### src/rtl/cpd_pkg.sv
// ----------------------------------------------------------------------------
// cpd_pkg: shared types and constants of the complex pointwise divider
// Word layouts for both channels and the data carried along the divider chain.
// ----------------------------------------------------------------------------
package cpd_pkg;

  // Largest number of pairs that may be active.
  localparam int unsigned MAX_PAIRS = 4096;
  localparam int unsigned CFG_W = 13;
  localparam int unsigned IDX_W = 12;
  localparam int unsigned DATA_W = 32;
  localparam int unsigned FRAC_W = 16;
  localparam int unsigned PROD_W = 2 * DATA_W;
  localparam int unsigned NUM_W = PROD_W + FRAC_W;
  // One divider cell per quotient bit.
  localparam int unsigned NUM_CELLS = NUM_W;

  typedef struct packed {
    logic [IDX_W-1:0]         pair_index;
    logic signed [DATA_W-1:0] numerator_real;
    logic signed [DATA_W-1:0] numerator_imag;
    logic signed [DATA_W-1:0] denominator_real;
    logic signed [DATA_W-1:0] denominator_imag;
  } in_word_t;

  typedef struct packed {
    logic signed [DATA_W-1:0] quotient_real;
    logic signed [DATA_W-1:0] quotient_imag;
    logic                     written;
    logic                     divide_by_zero;
    logic                     saturated;
  } out_word_t;

  // Data handed from one divider cell to the next.
  typedef struct packed {
    logic              active;
    logic              zero;
    logic [PROD_W-1:0] den;
    logic              neg_re;
    logic              neg_im;
    logic [NUM_W-1:0]  num_re;
    logic [NUM_W-1:0]  num_im;
    logic [PROD_W-1:0] rem_re;
    logic [PROD_W-1:0] rem_im;
    logic [DATA_W-1:0] q_re;
    logic [DATA_W-1:0] q_im;
    logic              big_re;
    logic              big_im;
  } cell_t;

endpackage

### src/rtl/cpd_cell.sv
// ----------------------------------------------------------------------------
// cpd_cell: one restoring division step for both quotient parts
// Shifts in one dividend bit, trial-subtracts the denominator and passes the
// partial remainder and quotient to the next cell.
// ----------------------------------------------------------------------------
module cpd_cell (
  input  logic           clk,
  input  logic           rst,
  input  logic           en,
  input  logic           valid_in,
  input  cpd_pkg::cell_t cell_in,
  output logic           valid_out,
  output cpd_pkg::cell_t cell_out
);

  logic [cpd_pkg::PROD_W-1:0] t_re, t_im;
  logic                       ge_re, ge_im;
  cpd_pkg::cell_t             cell_next;

  // Trial subtraction on each part; the remainder stays below the denominator.
  always_comb begin
    t_re = {cell_in.rem_re[cpd_pkg::PROD_W-2:0], cell_in.num_re[cpd_pkg::NUM_W-1]};
    t_im = {cell_in.rem_im[cpd_pkg::PROD_W-2:0], cell_in.num_im[cpd_pkg::NUM_W-1]};
    ge_re = (t_re >= cell_in.den);
    ge_im = (t_im >= cell_in.den);
    cell_next = cell_in;
    cell_next.num_re = {cell_in.num_re[cpd_pkg::NUM_W-2:0], 1'b0};
    cell_next.num_im = {cell_in.num_im[cpd_pkg::NUM_W-2:0], 1'b0};
    cell_next.rem_re = ge_re ? (t_re - cell_in.den) : t_re;
    cell_next.rem_im = ge_im ? (t_im - cell_in.den) : t_im;
    cell_next.q_re = {cell_in.q_re[cpd_pkg::DATA_W-2:0], ge_re};
    cell_next.q_im = {cell_in.q_im[cpd_pkg::DATA_W-2:0], ge_im};
    // Any bit shifted out above 32 bits marks an out-of-range quotient.
    cell_next.big_re = cell_in.big_re | cell_in.q_re[cpd_pkg::DATA_W-1];
    cell_next.big_im = cell_in.big_im | cell_in.q_im[cpd_pkg::DATA_W-1];
  end

  always_ff @(posedge clk) begin
    if (rst) begin
      valid_out <= 1'b0;
    end else if (en) begin
      valid_out <= valid_in;
    end
  end

  always_ff @(posedge clk) begin
    if (en) begin
      cell_out <= cell_next;
    end
  end

endmodule
### config.mk
export PLATFORM = sky130hd
export DESIGN_NAME = cpd_cell
export DESIGN_NICKNAME = d
export VERILOG_FILES = /design/src/rtl/cpd_pkg.sv /design/src/rtl/cpd_cell.sv
export SDC_FILE = /design/constraint.sdc
export NUM_CORES = 1
export LEC_CHECK = 0
export BUFFER_PORTS_ARGS = -buffer_cell sky130_fd_sc_hd__buf_2
export CORE_AREA = 5 5 323 325
export CTS_BUF_LIST = sky130_fd_sc_hd__clkbuf_8 sky130_fd_sc_hd__clkbuf_16
export CTS_CLUSTER_DIAMETER = 30
export DETAILED_ROUTE_END_ITERATION = 10
export DIE_AREA = 0 0 328 330
export SYNTH_ARGS = -nofsm -noshare
export SYNTH_HDL_FRONTEND = slang
export SYNTH_SLANG_ARGS = --single-unit
### constraint.sdc
create_clock -name clk -period 4.45 [get_ports clk]
set_input_delay 0.89 -clock clk [delete_from_list [all_inputs] [get_ports clk]]
set_output_delay 0.89 -clock clk [all_outputs]
set_load 0.02 [all_outputs]
==> impl_results.md <==
- Status: complete, no violations
- Max Root-Sink Buffers: 3
- Drt pass-1 iters: 5
- DRC violations left: 0
- Cell Area, Synth: ~22000 um^2
- Top FF cell, synth: edfxtp_1
- P&R area growth vs syn: 48.1%
- GRT Overall Usage: 0.202
- Actual slew at the worst max-slew pin: about 760 ps
- Largest net degree at the start of global routing: 74
- Hold-critical path endpoint: cell_out[225]
- Initial antenna violation count: 67
- Fill cells: 10400
- IO Count: around 850
- Hold depth: 1
- Crit path largest cell delay: ~580 ps
- Most frequent cells in the layout: buf_2, edfxtp_1, a21oi_1, nand2_1, nor2_1
- Initial core utilization: 0.219
- Setup CP Type: input pin to flip-flop
- Worst relative slew slack: 0.495
- Sequential fraction of the synthesis area: 0.570
- Worst path cell trace: buf_2, inv_1, ha_1, nor2b_1, o31a_1, o311ai_1, nand2_1, a32oi_1, buf_4, o31ai_1, buf_4, o21ai_1, o221ai_1, xnor2_1, mux2_2
- Post-Route WL: between 100000 and 150000 um
- Critical path's slowest cell: o311ai_1
- Worst R2R End: valid_out
- Routability cong.: about 0.90
- Mapped Avg Cell Area: 11.3 um^2
- RSZ-0062 raised after global routing: false
- Type of the worst min-delay path: input pin to flip-flop
- Routed len/inst: 26.2 um
- CTS Root Cell: clkbuf_16
- Number of buffers added on ports: about 840
- Hold buffer count at CTS: 0
- Fin. max-slew vios: 0
- Crit Path Max Fanout: 3
- Dpl cells: 4174
- Post-Synthesis Cells: around 2000
- Final Hold Viols: 0
- Rows: 117
- Setup violations, final: 0
- Fmax: around 0.25 GHz
- Total Power: around 17 mW
- Die Area: 108000 um^2
- Register-to-Register Setup Slack: 3880 ps
- CTS H-Tree Depth: 3
- Top cells by area, synth: edfxtp_1, ha_1, a21oi_1, nand2_1, o21ai_0
- Fin util: 0.324
- Buf/Inv on CP: 4
- Worst setup margin: ~520 ps
- Seq cells post-synth: ~420
- Fin nets: between 3000 and 4000
- Commonest non-fill, non-tap cell in the layout: buf_2
- Crit-path leading delay family: compound AO/OA/AOI/OAI gates
- Share of cells above drive strength 1: 0.388
- Synth area leader: edfxtp_1
- EDFF count, synth: between 400 and 500
- Multi-input logic area: around 8800 um^2
- Post-synth cell types: between 80 and 90
- CTS sink cnt: between 400 and 500
- Setup crit end kind: flip-flop
- Core footprint: 101000 um^2
- Hold slack: 347 ps
- Routed Antenna Nets: 0
- Die Ht: between 300 and 400 um
- Vias in the first global route: just under 20000
- Post-placement setup slack: -100 ps
- Worst path depth: 15
- CTS Buf Count: roughly 120
- Final Skew: 0 ps
- Most used cell, CP: buf_4
- Comb pwr share: 0.185
- Fin crit share: 0.883
- Cts repair resizes: 0
- Period minus WS final: ~3900 ps
- Worst EP arrival: 4330 ps
- Fin Setup TNS: 0 ps
- Pint: approximately 12 mW
- Post-CTS setup buffers: 0
- Clock Latency Late Sink: 650 ps
- Max cap viols: 0
- Area post-placement: 28500 um^2
- Path depth of the worst reg2reg path: 2
- Reg power frac: 0.291
- Psw: between 4 and 5 mW
- TritonCTS clock tree: yes
- YS warnings: 0
- Post-Layout Cell Count: 4410
- Register area: approximately 13000 um^2
- Leakage: ~14 nW
- Initial DRC Count: around 1200
- Critical path data required time: a little under 5000 ps
- Reg2reg start: valid_out
- Sw Share: 0.289
- First-pass GRT wire length: 154000 um
- Post-Layout Inst Area: about 33000 um^2
- Clock share of power: 0.523
- Top-area cell type share of the netlist area: 0.569
- Grt ovf: 0
- Hold Path Origin: cell_in[224]
- Detailed placer's ending HPWL: around 100000 um
- Die Wd: about 330 um
- Vias per Instance: between 4 and 5
- Clock slew at reported path FFs: 50 ps
- VDD IR max: around 0.33 mV
- Async S/R FF share, synth: 0
- Vias: roughly 20000
- Crit path launch type: input pin
- PwrDens: between 500 and 600 nW/um^2
-- cell usage after synthesis (all sizes together), types with 3 or more instances --
cell type / number
o2111ai: 5
xor2: 50
nand2b: 14
nor2: 133
a31o: 3
nor3b: 3
and2: 9
a21boi: 10
a221oi: 7
o31ai: 10
or3: 8
or2: 14
a31oi: 17
buf: 39
xnor2: 66
nor3: 17
o21ai: 145
nand4: 48
o211ai: 9
edfxtp: 420
a21o: 63
o21bai: 23
a211oi: 9
ha: 128
mux2i: 4
a311oi: 4
nor2b: 15
nand2: 188
inv: 97
a41oi: 5
a21oi: 200
nand3b: 5
mux2: 15
o21a: 17
clkbuf: 51
o221ai: 4
nor4: 6
nand3: 37
and4: 3
and3: 16
-- cell families (layout without fill, tap and decap cells) --
family,Yosys count,count (layout),synth area share
simple gates,521,521,0.110
xor+xnor,116,116,0.0458
mux,19,19,0.00943
fa+ha+maj,130,130,0.0741
flops,421,421,0.570
other cells,1,15,0.000169
compound gates,558,558,0.156
buf+inv,187,1262,0.0351
-- power by group through the flow --
stage	logic [mW]	registers, mW	clock network [mW]
floorplan	1.21	5.54	0
finish	3.16	4.97	8.93
global placement	3.20	5.03	0
CTS	3.22	4.97	9.09
detailed placement	3.20	5.03	0
global route	3.40	5.00	9.33
-- state kept, by name (all words and copies together), names as in the netlist --
signal	flops
valid_out	1
cell_out	420
-- metal layers --
metal	GRT usage	wire length [um]	up-vias
li1	-	-	9308
met1	0.219	41800	9643
met2	0.374	59900	826
met3	0.0691	9880	203
met4	0.0601	3580	36
met5	0	233	-
-- cell type report --
cell class,instances,area share
diodes,13,0.000991
clock inverters,103,0.0382
repair buffers,942,0.154
clock buffers,120,0.0911
multi-input cells,1346,0.267
flip-flops and latches,421,0.385
well taps,1368,0.0521
inverters,97,0.0111
-- how the worst max path moves through the flow --
| stage | from | endpoint | slack [ps] |
|---|---|---|---|
| after floorplan | cell_in[273] | cell_out[69] | 820 |
| after global placement | cell_in[357] | cell_out[125] | -130 |
| after detailed placement | cell_in[357] | cell_out[125] | -100 |
| after CTS | cell_in[357] | cell_out[125] | 610 |
| after global routing | cell_in[357] | cell_out[125] | 420 |
| final | cell_in[357] | cell_out[125] | 520 |
No activity file was read; power rests on OpenSTA's default activity.
